## src/sv/kdd_pkg.sv

```systemverilog
`timescale 1ns / 1ps

package kdd_pkg;

	// default count of keys and of door contacts
	localparam int NUM_SWITCHES_DEF = 7;

	// fixed field widths
	localparam int MODE_W    = 3;
	localparam int SEL_W     = 3;
	localparam int TIMEOUT_W = 16;

	// configuration port
	localparam int PADDR_W = 3;
	localparam int PDATA_W = 32;

	// register index, taken from paddr[2]
	localparam logic REG_SHIFT_TIMEOUT = 1'b0;

	localparam logic [TIMEOUT_W-1:0] SHIFT_TIMEOUT_RESET = 16'd200;

	// request modes
	typedef enum logic [MODE_W-1:0] {
		MODE_SCAN      = 3'd0,
		MODE_INIT      = 3'd1,
		MODE_CLR_SEL   = 3'd2,
		MODE_CLR_DOOR  = 3'd3,
		MODE_SHIFT_ON  = 3'd4,
		MODE_SHIFT_OFF = 3'd5
	} mode_t;

	// debounce machine states
	typedef enum logic [1:0] {
		ST_LOW     = 2'd0,
		ST_HIGH    = 2'd1,
		ST_CHECKED = 2'd2,
		ST_USED    = 2'd3
	} deb_state_t;

	// what one scan did to a machine
	typedef enum logic [1:0] {
		EV_NONE    = 2'd0,
		EV_CONFIRM = 2'd1,
		EV_RELEASE = 2'd2,
		EV_DROP    = 2'd3
	} deb_event_t;

	typedef struct packed {
		logic scan;
		logic load;
		logic load_used;
	} cell_ctrl_t;

	typedef struct packed {
		logic tick;
		logic start;
		logic stop;
	} shift_ctrl_t;

endpackage

```

## src/sv/kdd_cell.sv

```systemverilog
`timescale 1ns / 1ps

module kdd_cell (
	input  logic                clk,
	input  logic                arst_n,
	input  kdd_pkg::cell_ctrl_t ctrl,
	input  logic                raw,
	output kdd_pkg::deb_state_t deb_state,
	output kdd_pkg::deb_event_t event_code
);

	kdd_pkg::deb_state_t state_q;
	kdd_pkg::deb_state_t state_nxt;

	always_comb begin
		state_nxt  = state_q;
		event_code = kdd_pkg::EV_NONE;
		case (state_q)
			kdd_pkg::ST_HIGH: begin
				state_nxt = raw ? kdd_pkg::ST_HIGH : kdd_pkg::ST_LOW;
			end
			kdd_pkg::ST_LOW: begin
				state_nxt = raw ? kdd_pkg::ST_HIGH : kdd_pkg::ST_CHECKED;
			end
			kdd_pkg::ST_CHECKED: begin
				if (!raw) begin
					state_nxt  = kdd_pkg::ST_USED;
					event_code = kdd_pkg::EV_CONFIRM;
				end else begin
					state_nxt  = kdd_pkg::ST_HIGH;
					event_code = kdd_pkg::EV_DROP;
				end
			end
			default: begin
				if (raw) begin
					state_nxt  = kdd_pkg::ST_HIGH;
					event_code = kdd_pkg::EV_RELEASE;
				end
			end
		endcase
	end

	always_ff @(posedge clk or negedge arst_n) begin
		if (!arst_n) begin
			state_q <= kdd_pkg::ST_HIGH;
		end else if (ctrl.load) begin
			if (ctrl.load_used) begin
				state_q <= kdd_pkg::ST_USED;
			end else begin
				state_q <= raw ? kdd_pkg::ST_HIGH : kdd_pkg::ST_LOW;
			end
		end else if (ctrl.scan) begin
			state_q <= state_nxt;
		end
	end

	assign deb_state = state_q;

endmodule

```

## src/sv/kdd_shift_timer.sv

```systemverilog
`timescale 1ns / 1ps

module kdd_shift_timer (
	input  logic                              clk,
	input  logic                              arst_n,
	input  kdd_pkg::shift_ctrl_t              ctrl,
	input  logic [kdd_pkg::TIMEOUT_W-1:0]     timeout,
	output logic                              active
);

	logic [kdd_pkg::TIMEOUT_W-1:0] count_q;
	logic                          flag_q;

	always_ff @(posedge clk or negedge arst_n) begin
		if (!arst_n) begin
			count_q <= '0;
			flag_q  <= 1'b0;
		end else if (ctrl.start) begin
			flag_q  <= 1'b1;
			// zero timeout behaves as one tick
			count_q <= (timeout == '0) ? kdd_pkg::TIMEOUT_W'(1) : timeout;
		end else if (ctrl.stop) begin
			flag_q  <= 1'b0;
			count_q <= '0;
		end else if (ctrl.tick && count_q != '0) begin
			count_q <= count_q - kdd_pkg::TIMEOUT_W'(1);
			if (count_q == kdd_pkg::TIMEOUT_W'(1)) begin
				flag_q <= 1'b0;
			end
		end
	end

	assign active = flag_q;

endmodule

```

## src/sv/key_and_door_switch_debouncer.sv

```systemverilog
`timescale 1ns / 1ps

// key and door contact debouncer
//
// request channel: item_valid / item_stall carry mode, key_levels,
// switch_levels, scan_enable and door_level. every request gives exactly one
// result on result_valid / result_stall: selection, door_moved, shift_active
// and the packed debounce states of all contacts and keys (two bits each).
//
// a request sits first in the request register, then in the state update,
// whose registers are the result. throughput is one request per cycle while
// the receiver does not stall; the only limit is the result register, so a
// new request is taken while the previous result is still waiting.
//
// when the receiver stalls, the result stays put and the request register
// fills; item_stall rises only while that register holds a request that
// cannot move on.
//
// reset puts every machine in high, clears selection, door flag and shift
// timer, and loads the shift timeout register with 200 ticks. the timeout
// register sits at byte address 0 of the apb port and should be written idle.

module key_and_door_switch_debouncer #(
	parameter int NUM_SWITCHES = kdd_pkg::NUM_SWITCHES_DEF
) (
	input  logic                          clk,
	input  logic                          arst_n,

	// request channel
	input  logic                          item_valid,
	output logic                          item_stall,
	input  logic [kdd_pkg::MODE_W-1:0]    mode,
	input  logic [NUM_SWITCHES-1:0]       key_levels,
	input  logic [NUM_SWITCHES-1:0]       switch_levels,
	input  logic                          scan_enable,
	input  logic                          door_level,

	// result channel
	output logic                          result_valid,
	input  logic                          result_stall,
	output logic [kdd_pkg::SEL_W-1:0]     selection,
	output logic                          door_moved,
	output logic                          shift_active,
	output logic [2*NUM_SWITCHES-1:0]     door_switch_states,
	output logic [2*NUM_SWITCHES-1:0]     key_state_bits,

	// apb configuration port
	input  logic                          psel,
	input  logic                          penable,
	input  logic                          pwrite,
	input  logic [kdd_pkg::PADDR_W-1:0]   paddr,
	input  logic [kdd_pkg::PDATA_W-1:0]   pwdata,
	output logic [kdd_pkg::PDATA_W-1:0]   prdata,
	output logic                          pready
);

	localparam int SelW  = kdd_pkg::SEL_W;
	localparam int DataW = kdd_pkg::PDATA_W;
	localparam int TmoW  = kdd_pkg::TIMEOUT_W;

	// configuration register
	logic [TmoW-1:0] shift_timeout_q;
	logic            reg_sel;

	assign pready  = 1'b1;
	assign reg_sel = (paddr[2] == kdd_pkg::REG_SHIFT_TIMEOUT);

	always_ff @(posedge clk or negedge arst_n) begin
		if (!arst_n) begin
			shift_timeout_q <= kdd_pkg::SHIFT_TIMEOUT_RESET;
		end else if (psel && penable && pwrite && pready && reg_sel) begin
			shift_timeout_q <= pwdata[TmoW-1:0];
		end
	end

	assign prdata = reg_sel ? DataW'(shift_timeout_q) : '0;

	// request register
	logic                        valid_s1;
	logic [kdd_pkg::MODE_W-1:0]  mode_s1;
	logic [NUM_SWITCHES-1:0]     key_levels_s1;
	logic [NUM_SWITCHES-1:0]     switch_levels_s1;
	logic                        scan_enable_s1;
	logic                        door_level_s1;
	logic                        accept;
	logic                        advance;

	// the request moves into the state when the result slot is free
	assign advance    = valid_s1 && (!result_valid || !result_stall);
	assign item_stall = valid_s1 && !advance;
	assign accept     = item_valid && !item_stall;

	always_ff @(posedge clk or negedge arst_n) begin
		if (!arst_n) begin
			valid_s1 <= 1'b0;
		end else if (accept) begin
			valid_s1 <= 1'b1;
		end else if (advance) begin
			valid_s1 <= 1'b0;
		end
	end

	always_ff @(posedge clk) begin
		if (accept) begin
			mode_s1          <= mode;
			key_levels_s1    <= key_levels;
			switch_levels_s1 <= switch_levels;
			scan_enable_s1   <= scan_enable;
			door_level_s1    <= door_level;
		end
	end

	// mode decode for the request leaving stage one
	logic do_scan;
	logic do_init;

	assign do_scan = advance && (mode_s1 == kdd_pkg::MODE_SCAN) && scan_enable_s1;
	assign do_init = advance && (mode_s1 == kdd_pkg::MODE_INIT);

	// debounce machines, one per key and one per contact
	kdd_pkg::deb_state_t key_st [NUM_SWITCHES];
	kdd_pkg::deb_event_t key_ev [NUM_SWITCHES];
	kdd_pkg::deb_state_t sw_st  [NUM_SWITCHES];
	kdd_pkg::deb_event_t sw_ev  [NUM_SWITCHES];

	for (genvar i = 0; i < NUM_SWITCHES; i++) begin : g_cell
		kdd_pkg::cell_ctrl_t key_ctrl;
		kdd_pkg::cell_ctrl_t sw_ctrl;

		assign key_ctrl.scan      = do_scan;
		assign key_ctrl.load      = do_init;
		assign key_ctrl.load_used = 1'b0;

		// contact 0 reads as used when the door was closed at init
		assign sw_ctrl.scan      = do_scan;
		assign sw_ctrl.load      = do_init;
		assign sw_ctrl.load_used = (i == 0) && !door_level_s1;

		kdd_cell u_key (
			.clk        (clk),
			.arst_n     (arst_n),
			.ctrl       (key_ctrl),
			.raw        (key_levels_s1[i]),
			.deb_state  (key_st[i]),
			.event_code (key_ev[i])
		);

		kdd_cell u_sw (
			.clk        (clk),
			.arst_n     (arst_n),
			.ctrl       (sw_ctrl),
			.raw        (switch_levels_s1[i]),
			.deb_state  (sw_st[i]),
			.event_code (sw_ev[i])
		);

		assign key_state_bits[2*i +: 2]     = key_st[i];
		assign door_switch_states[2*i +: 2] = sw_st[i];
	end

	// selection after a scan: keys walked upward, so the highest acting key wins
	logic [SelW-1:0] chosen_q;
	logic [SelW-1:0] sel_scan;

	always_comb begin
		sel_scan = chosen_q;
		for (int i = 0; i < NUM_SWITCHES; i++) begin
			if (key_ev[i] == kdd_pkg::EV_CONFIRM) begin
				sel_scan = SelW'(i + 1);
			end else if (key_ev[i] == kdd_pkg::EV_RELEASE) begin
				sel_scan = '0;
			end
		end
	end

	logic door_flag_q;
	logic door_hit;

	// any change of contact 0 out of checked or used
	assign door_hit = (sw_ev[0] != kdd_pkg::EV_NONE);

	always_ff @(posedge clk or negedge arst_n) begin
		if (!arst_n) begin
			chosen_q    <= '0;
			door_flag_q <= 1'b0;
		end else if (advance) begin
			case (mode_s1)
				kdd_pkg::MODE_SCAN: begin
					if (scan_enable_s1) begin
						chosen_q    <= sel_scan;
						door_flag_q <= door_flag_q | door_hit;
					end
				end
				kdd_pkg::MODE_INIT: begin
					chosen_q    <= '0;
					door_flag_q <= 1'b0;
				end
				kdd_pkg::MODE_CLR_SEL: begin
					chosen_q <= '0;
				end
				kdd_pkg::MODE_CLR_DOOR: begin
					door_flag_q <= 1'b0;
				end
				default: begin
				end
			endcase
		end
	end

	// shift flag timer, ticks on every scan request even with scanning off
	kdd_pkg::shift_ctrl_t shift_ctrl;

	assign shift_ctrl.tick  = advance && (mode_s1 == kdd_pkg::MODE_SCAN);
	assign shift_ctrl.start = advance && (mode_s1 == kdd_pkg::MODE_SHIFT_ON);
	assign shift_ctrl.stop  = advance && ((mode_s1 == kdd_pkg::MODE_SHIFT_OFF) ||
		(mode_s1 == kdd_pkg::MODE_INIT));

	kdd_shift_timer u_shift (
		.clk     (clk),
		.arst_n  (arst_n),
		.ctrl    (shift_ctrl),
		.timeout (shift_timeout_q),
		.active  (shift_active)
	);

	// result register: the state itself, flagged by result_valid
	always_ff @(posedge clk or negedge arst_n) begin
		if (!arst_n) begin
			result_valid <= 1'b0;
		end else if (advance) begin
			result_valid <= 1'b1;
		end else if (!result_stall) begin
			result_valid <= 1'b0;
		end
	end

	assign selection  = chosen_q;
	assign door_moved = door_flag_q;

	// stall only with a request waiting in stage one
	a_stall_has_req: assert property (@(posedge clk) disable iff (!arst_n)
		item_stall |-> valid_s1)
		else $error("item_stall without a waiting request");

	// init clears selection, door flag and shift flag
	a_init_clears: assert property (@(posedge clk) disable iff (!arst_n)
		do_init |=> (selection == '0) && !door_moved && !shift_active)
		else $error("init left a flag set");

	// closed door at init puts contact 0 in used
	a_init_door: assert property (@(posedge clk) disable iff (!arst_n)
		(do_init && !door_level_s1) |=> (sw_st[0] == kdd_pkg::ST_USED))
		else $error("contact 0 not used after init with door closed");

	// shift on always raises the flag
	a_shift_on: assert property (@(posedge clk) disable iff (!arst_n)
		shift_ctrl.start |=> shift_active)
		else $error("shift flag not set by shift on");

	// every request taken into the state shows up as a result
	a_result_follows: assert property (@(posedge clk) disable iff (!arst_n)
		advance |=> result_valid)
		else $error("result missing after state update");

endmodule
```

## config.mk

```make
export PLATFORM = sky130hd
export DESIGN_NAME = key_and_door_switch_debouncer
export DESIGN_NICKNAME = d
export VERILOG_FILES = /design/src/sv/kdd_pkg.sv /design/src/sv/kdd_cell.sv /design/src/sv/kdd_shift_timer.sv /design/src/sv/key_and_door_switch_debouncer.sv
export SDC_FILE = /design/constraint.sdc
export NUM_CORES = 1
export LEC_CHECK = 0
export ABC_AREA = 1
export BUFFER_PORTS_ARGS = -buffer_cell sky130_fd_sc_hd__buf_2
export CAP_MARGIN = 25
export CORE_MARGIN = 4
export CORE_UTILIZATION = 42
export CTS_BUF_LIST = sky130_fd_sc_hd__clkbuf_8
export DETAILED_ROUTE_END_ITERATION = 10
export HOLD_SLACK_MARGIN = 0.06
export PLACE_DENSITY = 0.73
export SLEW_MARGIN = 20
export SYNTH_ARGS = -nofsm -noshare
export SYNTH_HDL_FRONTEND = slang
export SYNTH_SLANG_ARGS = --single-unit
```

## constraint.sdc

```tcl
create_clock -name clk -period 2.8 [get_ports clk]
set_input_delay 0.84 -clock clk [delete_from_list [all_inputs] [get_ports clk]]
set_output_delay 0.84 -clock clk [all_outputs]
set_load 0.05 [all_outputs]
```

==> results of run 1 <==
==> power groups by stage <==
stage | clock (mW) | combinational [mW] | sequential (mW)
after floorplan | 0 | 1.72 | 2.89
after global placement | 0 | 3.08 | 2.16
after detailed placement | 0 | 3.12 | 2.17
after CTS | 0.961 | 3.14 | 2.15
after global routing | 1.01 | 3.49 | 2.23
final | 0.918 | 3.11 | 2.14
==> cell type report <==
| cell class | count | share of cell area (%) |
|---|---|---|
| repair buffers | 99 | 8.66 |
| inverters | 111 | 6.69 |
| clock inverters | 5 | 0.930 |
| clock buffers | 11 | 2.39 |
| well taps | 172 | 3.40 |
| flip-flops and latches | 86 | 35.9 |
| multi-input cells | 486 | 42.1 |
==> final timing paths <==
kind | slack [ps] | startpoint | end
worst max-delay path | 500 | paddr[2] | prdata[5]
worst min-delay path | 470 | arst_n | g_cell[6].u_sw.deb_state[1]
worst max register to register | 820 | g_cell[6].u_key.deb_state[0] | selection[0]
worst min register to register | 500 | selection[2] | selection[2]
max in group asynchronous | 1990 | arst_n | g_cell[0].u_key.deb_state[0]
min in group clk | 500 | selection[2] | selection[2]
==> per-layer routing <==
| metal | track usage [%] | part of all wire, % | vias to the layer above |
|---|---|---|---|
| met5 | 0 | 0 | - |
| met4 | 5.74 | 2.2 | 0 |
| met3 | 4.47 | 6.0 | 17 |
| met2 | 25.4 | 45 | 111 |
| met1 | 20.9 | 46 | 2079 |
| li1 | - | - | 2419 |
==> cell families (layout without fill, tap and decap cells) <==
family	after synthesis	after routing
XOR/XNOR	3	3
buffers and inverters	142	226
AO/OA/AOI/OAI	123	123
adder cells (fa/ha/maj)	46	46
AND/OR/NAND/NOR	297	297
flip-flops	86	86
other	2	17
==> sequential cells by signal, indices dropped and copies added (netlist names) <==
register / flops
u_shift.active: 1
g_cell.u_sw.deb_state: 14
key_levels_s1: 7
mode_s1: 3
scan_enable_s1: 1
u_shift.count_q: 16
g_cell.u_key.deb_state: 14
result_valid: 1
switch_levels_s1: 7
shift_timeout_q: 16
valid_s1: 1
door_moved: 1
door_level_s1: 1
selection: 3
==> metrics by stage <==
step | instance area, µm² | total power, mW | hold WS, ps
floorplan | 5570 | 4.61 | 481
global placement | 6120 | 5.24 | 479
detailed placement | 6120 | 5.29 | 480
CTS | 6330 | 6.24 | 470
global route | 6330 | 6.73 | 487
finish | 6330 | 6.17 | 474
==> cell usage after synthesis, types with 3 or more instances <==
cell type  number  area, µm²
o21ai_0        42        210
edfxtp_1       19        571
nand4_1        18        113
o211ai_1        7       52.6
a31oi_1         7       43.8
dfstp_2        17        447
dfrtp_1        50       1250
nor2_4          3       33.8
inv_1          97        364
nor2_1        100        375
nor3_1          8       40.0
inv_2           9       33.8
buf_2           6       30.0
clkbuf_1        5       18.8
nand2_1       110        413
nand2_4         5       56.3
ha_1           46        576
nand2_2         5       31.3
a21oi_1        47        235
nand3_1        43        215
o21ai_1        11       55.1
o22ai_1         3       18.8
buf_4          17        128
clkinv_2        3       15.0
==> qor.yml, run 1 <==
drcViolationCount: 0
nets: 900
max_cap_violations: 0
path_max_fanout: 17
setup_viol: 0
synthArstFlopShare_pct: 77.9
synthesis.area_mm2: 0.00551
seqCellArea_mm2: 0.00227
root_buffer: "clkbuf_8"
avgSynthCellArea_um2: 7.88
core_area_mm2: 0.0127
io_buffers: 93
die_area_mm2: 0.0150
area_delta_synth_final_pct: 14.8
period_minus_slack_ps: 2300
worst_slack_ps: 499
grt_pass1_vias: 4116
ys_types: 40
cts_tree: "yes"
postRouteAntennaNets: 0
cts_hold_buf: 0
postCtsResizedCells: 0
synthXorXnorAreaFrac_pct: 0.477
cp_common_cell: "buf_2"
multi_input_area_mm2: 0.00266
synth-compound-area-share_pct: 12.3
path_clk_slew_ps: 90
status: "complete, no violations"
yosys.area_share.simple_pct: 23.9
powerDensity_mw_per_mm2: 976
synth_top_family_by_area: "simple AND/OR/NAND/NOR gates"
clock-sinks: 86
leakage_nw: 3.26
synth_warnings: 0
dieHeight_um: 123
crit_type: "input port to primary output"
synth_ff_type: "dfrtp_1"
overflow: 0
fillCellCount: 1296
cp.required_ps: 1960
synth_edf_count: 19
slew_violations: 0
diodes: 0
path_depth: 3
p_int_mw: 3.13
ys_seq_area_share_pct: 41.2
critPathLaunchType: "input port"
r2r_cells: 10
post-cts-setup-buffers: 0
clock_latency_ps: 370
power_frac_comb_pct: 50.4
rsz0062_at_grt: "false"
arrival_ps: 1460
pre_cts_ws_ps: 505
grt_max_degree: 68
drt_first_pass_iters: 4
hold_class: "input port to asynchronous set/reset pin"
finalWirelength_um: 11400
cp_num_buf_inv: 2
peakVddDrop_mv: 0.477
endpoint_kind: "primary output"
die_w_um: 123
min_period_over_period_pct: 82.2
synthCells: 699
htreeDepth: 3
vias: 4626
hold_violations: 0
num_io_pins: 129
layout_common_cells: "nand2_1 (110), nor2_1 (100), inv_1 (98), buf_2 (93), dfrtp_1 (50)"
cp_cell_sequence: "buf_2 > nor2_1 > buf_2"
synth-seq-cells: 86
crit_path_top_delay_cell: "buf_2"
synth_mux_area_share_pct: 0
p_clk_share_pct: 14.9
antenna_found_initial: 0
clockBufferDepth: 2
power_frac_seq_pct: 34.7
critical_path.top_delay_family: "buffers and inverters"
final_common_cell: "nand2_1"
final_cell_count_no_fill: 970
wl_per_cell_um: 11.8
slowest_delay_ps: 280
initial_utilization_pct: 43.3
grt_pass1_wl_um: 19000
drive_gt1_share_pct: 20.2
rows: 41
p_sw_share_pct: 49.3
dp.cells: 954
hpwl_um: 8420
skew_ps: 10.5
switchingPower_mw: 3.04
track_usage_pct: 16.0
viasPerCell: 4.77
fmax_mhz: 435
synthAdderAreaFrac_pct: 10.4
setup_tns_ps: 0
post-route-util_pct: 49.7
cts_buffers: 9
drt_iter0_drc: 260
gp_congestion: 0.871
(Power assumes the default switching activity.)
==> run 2, diff against run 1 <==
Settings changed: PLACE_DENSITY 0.73 to 0.75.
Clock period 2.8 ns to 2.1 ns, I/O delays scaled along.
==> run 2 against run 1 <==
Net effect:
- cell count grew 0.72%
- combinational power rose by 35%
- global-route usage grew 0.28 points
- register-to-register slack lost 610 ps
- clock skew increased by 4.0 ps
- total power increased by 34%
- non-clock buffer count rose by 6
- critical path depth did not move
- clock-buffer cell count decreased by 1
==> qor.yml, run 2 (same netlist as run 1, synthesis figures left out) <==
finalWirelength_um: 11800  # +3.7%
hold_violations: 0  # unchanged
cts_buffers: 9  # unchanged
die_area_mm2: 0.0150  # unchanged
clock_latency_ps: 380  # about the same
crit_path_top_delay_cell: "dfstp_2"
grt_max_degree: 68  # unchanged
final_common_cell: "nand2_1"
top_regs: "shift_timeout_q (16), u_shift.count_q (16)"
path_clk_slew_ps: 90  # about the same
skew_ps: 14.5  # +3.99 ps
drt_first_pass_iters: 5  # +1
r2r_cells: 11  # +1
critical_path.top_delay_family: "flip-flops"
drt_iter0_drc: 244  # -6.2%
nets: 906  # +0.67%
fillCellCount: 1268  # -2.2%
critPathLaunchType: "register"
htreeDepth: 3  # unchanged
vias: 4685  # +1.3%
viasPerCell: 4.80  # +0.55%
wl_per_cell_um: 12.1  # +2.9%
r2r_start: "g_cell[1].u_key.deb_state[0]"
hold_ws_ps: 259  # -215 ps
num_io_pins: 129  # unchanged
cts_hold_buf: 0  # unchanged
clockBufferDepth: 2  # unchanged
gp_congestion: 0.860  # -1.4%
fin_area_mm2: 0.00637  # +0.75%
r2r_end: "selection[0]"
cp_cell_sequence: "inv_1 > nor2_1 > buf_2"
hpwl_um: 8740  # +3.8%
slew_violations: 0  # unchanged
grt_pass1_vias: 4206  # +2.2%
critical_path.endpoint: "prdata[3]"
path_max_fanout: 4  # -13
post-route-util_pct: 50.1  # +0.37 points
postRouteAntennaNets: 0  # unchanged
setup_viol: 0  # unchanged
setup_tns_ps: 0  # unchanged
post-cts-setup-buffers: 0  # unchanged
powerDensity_mw_per_mm2: 1300  # +33%
rows: 41  # unchanged
dieHeight_um: 123  # unchanged
core_area_mm2: 0.0127  # unchanged
peakVddDrop_mv: 0.636  # +33%
track_usage_pct: 16.3  # +0.28 points
io_buffers: 93  # unchanged
slowest_delay_ps: 530  # +250 ps
crit_start: "shift_timeout_q[3]"
rrSetupSlack_ps: 210  # -610 ps
fmax_mhz: 510
max_cap_violations: 0  # unchanged
layout_common_cells: "nand2_1 (110), nor2_1 (99), inv_1 (97), buf_2 (93), dfrtp_1 (50)"
die_w_um: 123  # unchanged
rsz0062_at_grt: "false"
root_buffer: "clkbuf_8"
overflow: 0  # unchanged
hold_class: "input port to asynchronous set/reset pin"
antenna_found_initial: 1  # +1
cts_tree: "yes"
crit_type: "register to primary output"
initial_utilization_pct: 43.3  # unchanged
leakage_nw: 3.29  # +0.87%
dpl_cell_area_mm2: 0.00616  # +0.78%
min_period_over_period_pct: 93.3
area_delta_synth_final_pct: 15.7
clock-sinks: 86  # unchanged
status: "complete, no violations"
grt_pass1_wl_um: 19600  # +3.1%
endpoint_kind: "primary output"
cp.required_ps: 1470  # -490 ps
period_minus_slack_ps: 1960
drive_gt1_share_pct: 21.0  # +0.84 points
drcViolationCount: 0  # unchanged
arrival_ps: 1330  # -130 ps
cp_num_buf_inv: 2  # unchanged
path_depth: 3  # unchanged
postCtsResizedCells: 0  # unchanged
## run 2: how the worst min path moves through the flow
stage / startpoint / endpoint / slack, ps / depth (start not counted)
after detailed placement: selection[0] / selection[0] / 480 / 2
after CTS: arst_n / g_cell[6].u_sw.deb_state[1] / 270 / 2
after global placement: selection[0] / selection[0] / 480 / 2
after floorplan: arst_n / door_moved / 330 / 0
final: arst_n / g_cell[6].u_sw.deb_state[1] / 260 / 2
after global routing: arst_n / g_cell[6].u_sw.deb_state[1] / 270 / 2
## run 2: layout make-up
cell class              count  area (µm²)  area share [%]
multi-input cells         486        2660            41.8
flip-flops and latches     86        2270            35.6
repair buffers            105         593            9.31
inverters                 111         423            6.64
well taps                 172         215            3.38
clock buffers              10         138            2.16
clock inverters             6        70.1            1.10
diodes                      1        2.50          0.0393
## run 2: through the flow
step / power [mW] / setup slack [ps] / std cells
finish: 8.29 / 140 / 977
global route: 8.98 / 5.88 / 977
CTS: 8.35 / 114 / 976
detailed placement: 7.09 / 50.7 / 960
global placement: 6.98 / 105 / 960
floorplan: 6.14 / -201 / 714
## run 2: report_power, final
group | internal [mW] | switching [mW] | total [mW]
Clock | 0.591 | 0.645 | 1.24
Combinational | 1.25 | 2.94 | 4.19
Sequential | 2.32 | 0.543 | 2.87
## run 2: layer usage
| layer | global-route usage (%) | part of all wire, % |
|---|---|---|
| met2 | 26.3 | 46 |
| met5 | 0 | 0 |
| met3 | 4.56 | 6.0 |
| met4 | 4.13 | 1.0 |
| met1 | 21.5 | 47 |
==> run 3, diff against run 2 <==
Settings changed: BUFFER_PORTS_ARGS -buffer_cell sky130_fd_sc_hd__buf_2 to -buffer_cell sky130_fd_sc_hd__buf_4.
==> run 3 against run 2 <==
Net effect:
- clock-buffer cell count decreased by 1
- flip-flop and latch count unchanged
- critical path depth unchanged
- die area unchanged
- clock power increased by 12%
- global-route usage decreased by 0.082 points
- first-iteration DRC count decreased by 10%
- utilization increased by 2.0 points
- routed wire length decreased by 0.41%
- critical path type unchanged
- critical endpoint is now prdata[7]
- largest power group unchanged
==> qor.yml, run 3 (same netlist as run 1, synthesis figures left out) <==
die_area_mm2: 0.0150  # unchanged
overflow: 0  # unchanged
die_w_um: 123  # unchanged
final_common_cell: "nand2_1"
num_io_pins: 129  # unchanged
finalWirelength_um: 11800  # -0.41%
endpoint_kind: "primary output"
hpwl_um: 8730  # -0.14%
io_buffers: 93  # unchanged
area_delta_synth_final_pct: 20.3
arrival_ps: 1280  # -50 ps
slew_violations: 0  # unchanged
path_max_fanout: 3  # -1
period_minus_slack_ps: 1910  # -51.2 ps
htreeDepth: 3  # unchanged
rows: 41  # unchanged
fin_area_mm2: 0.00663  # +4.0%
dpl_cell_area_mm2: 0.00639  # +3.7%
hold_violations: 0  # unchanged
antenna_found_initial: 0  # -1
status: "complete, no violations"
setup_viol: 0  # unchanged
gr-usage-met3_pct: 3.73  # -0.83 points
skew_ps: 9.95  # -4.57 ps
use_met2_pct: 25.8  # -0.55 points
crit_path_top_delay_cell: "dfstp_2"
dieHeight_um: 123  # unchanged
crit_type: "register to primary output"
wl_per_cell_um: 12.1  # -0.21%
critPathLaunchType: "register"
drt_iter0_drc: 219  # -10%
max_cap_violations: 0  # unchanged
path_clk_slew_ps: 90  # about the same
viasPerCell: 4.75  # -0.95%
hold_class: "input port to asynchronous set/reset pin"
drive_gt1_share_pct: 20.7  # -0.35 points
drt_first_pass_iters: 4  # -1
peakVddDrop_mv: 0.675  # +6.2%
cp_cell_sequence: "inv_1 > nor2_1 > buf_4"
vias: 4631  # -1.2%
rsz0062_at_grt: "false"
clockBufferDepth: 2  # unchanged
postRouteAntennaNets: 0  # unchanged
core_area_mm2: 0.0127  # unchanged
grt_pass1_wl_um: 19200  # -2.3%
top_regs: "shift_timeout_q (16), u_shift.count_q (16)"
hold_ws_ps: 231  # -27.7 ps
root_buffer: "clkbuf_8"
worst_slack_ps: 192  # +51.2 ps
cts_buffers: 9  # unchanged
powerDensity_mw_per_mm2: 1310  # +0.77%
slowest_delay_ps: 540  # about the same
pre_cts_ws_ps: -7.57  # -58.2 ps
critical_path.top_delay_family: "flip-flops"
leakage_nw: 3.37  # +2.2%
grt_pass1_vias: 4162  # -1.0%
power_mw: 8.69  # +4.8%
clock_latency_ps: 380  # about the same
track_usage_pct: 16.2  # -0.082 points
grt_max_degree: 68  # unchanged
min_period_over_period_pct: 90.9  # -2.4 points
drcViolationCount: 0  # unchanged
cp.required_ps: 1470  # about the same
groute.layer.met1.usage_pct: 21.5  # -0.063 points
post-route-util_pct: 52.1  # +2.0 points
diodes: 0  # -1
gp_congestion: 0.825  # -4.1%
globalRoute.busiestLayer: "met2"
layout_common_cells: "nand2_1 (110), buf_4 (101), nor2_1 (99), inv_1 (98), dfrtp_1 (50)"
clock-sinks: 86  # unchanged
fmax_mhz: 524  # +2.7%
cp_num_buf_inv: 2  # unchanged
nets: 905  # -0.11%
initial_utilization_pct: 43.3  # unchanged
cts_hold_buf: 0  # unchanged
cts_tree: "yes"
-- run 3: per-layer routing --
layer | up-vias | part of all wire (%)
met5 | - | 0
met2 | 95 | 47
met1 | 2095 | 46
met4 | 0 | 1.0
li1 | 2434 | -
met3 | 7 | 5.4
-- run 3: final cells by class --
class                   count  area (µm²)
repair buffers            104         818
inverters                 111         423
flip-flops and latches     86        2270
clock buffers               9         124
multi-input cells         486        2660
fillers                  1264        6100
clock inverters             7         114
well taps                 172         215
-- run 3: what timing repair did --
action	in CTS	in global routing
endpoints found under the setup margin	0	2
buffers inserted	0	0
gates resized for setup	0	1
-- run 3: worst paths after layout --
check                                             startpoint                           to  slack [ps]  depth (start not counted)
worst max-delay path                      shift_timeout_q[7]                    prdata[7]         190                          3
worst min-delay path                                  arst_n  g_cell[6].u_sw.deb_state[1]         230                          2
worst max register to register  g_cell[6].u_key.deb_state[0]                 selection[0]         240                         10
worst min register to register                  selection[2]                 selection[2]         500                          2
max in group asynchronous                             arst_n           shift_timeout_q[6]        1500                          2
min in group clk                            switch_levels[0]          switch_levels_s1[0]         430                          1
-- run 3: power by group --
| group | leakage (nW) | switching [mW] | total [mW] | internal, mW |
|---|---|---|---|---|
| registers | 0.972 | 0.556 | 2.88 | 2.32 |
| clock network | 0.118 | 0.610 | 1.39 | 0.784 |
| logic | 2.28 | 2.94 | 4.41 | 1.47 |
| total | 3.37 | 4.11 | 8.69 | 4.58 |
-- run 3: per-stage QoR --
stage	setup TNS (ps)	instances
after floorplan	-2010	714
after CTS	0	975
after global placement	0	959
after global routing	0	975
final	0	975
after detailed placement	-13.1	959
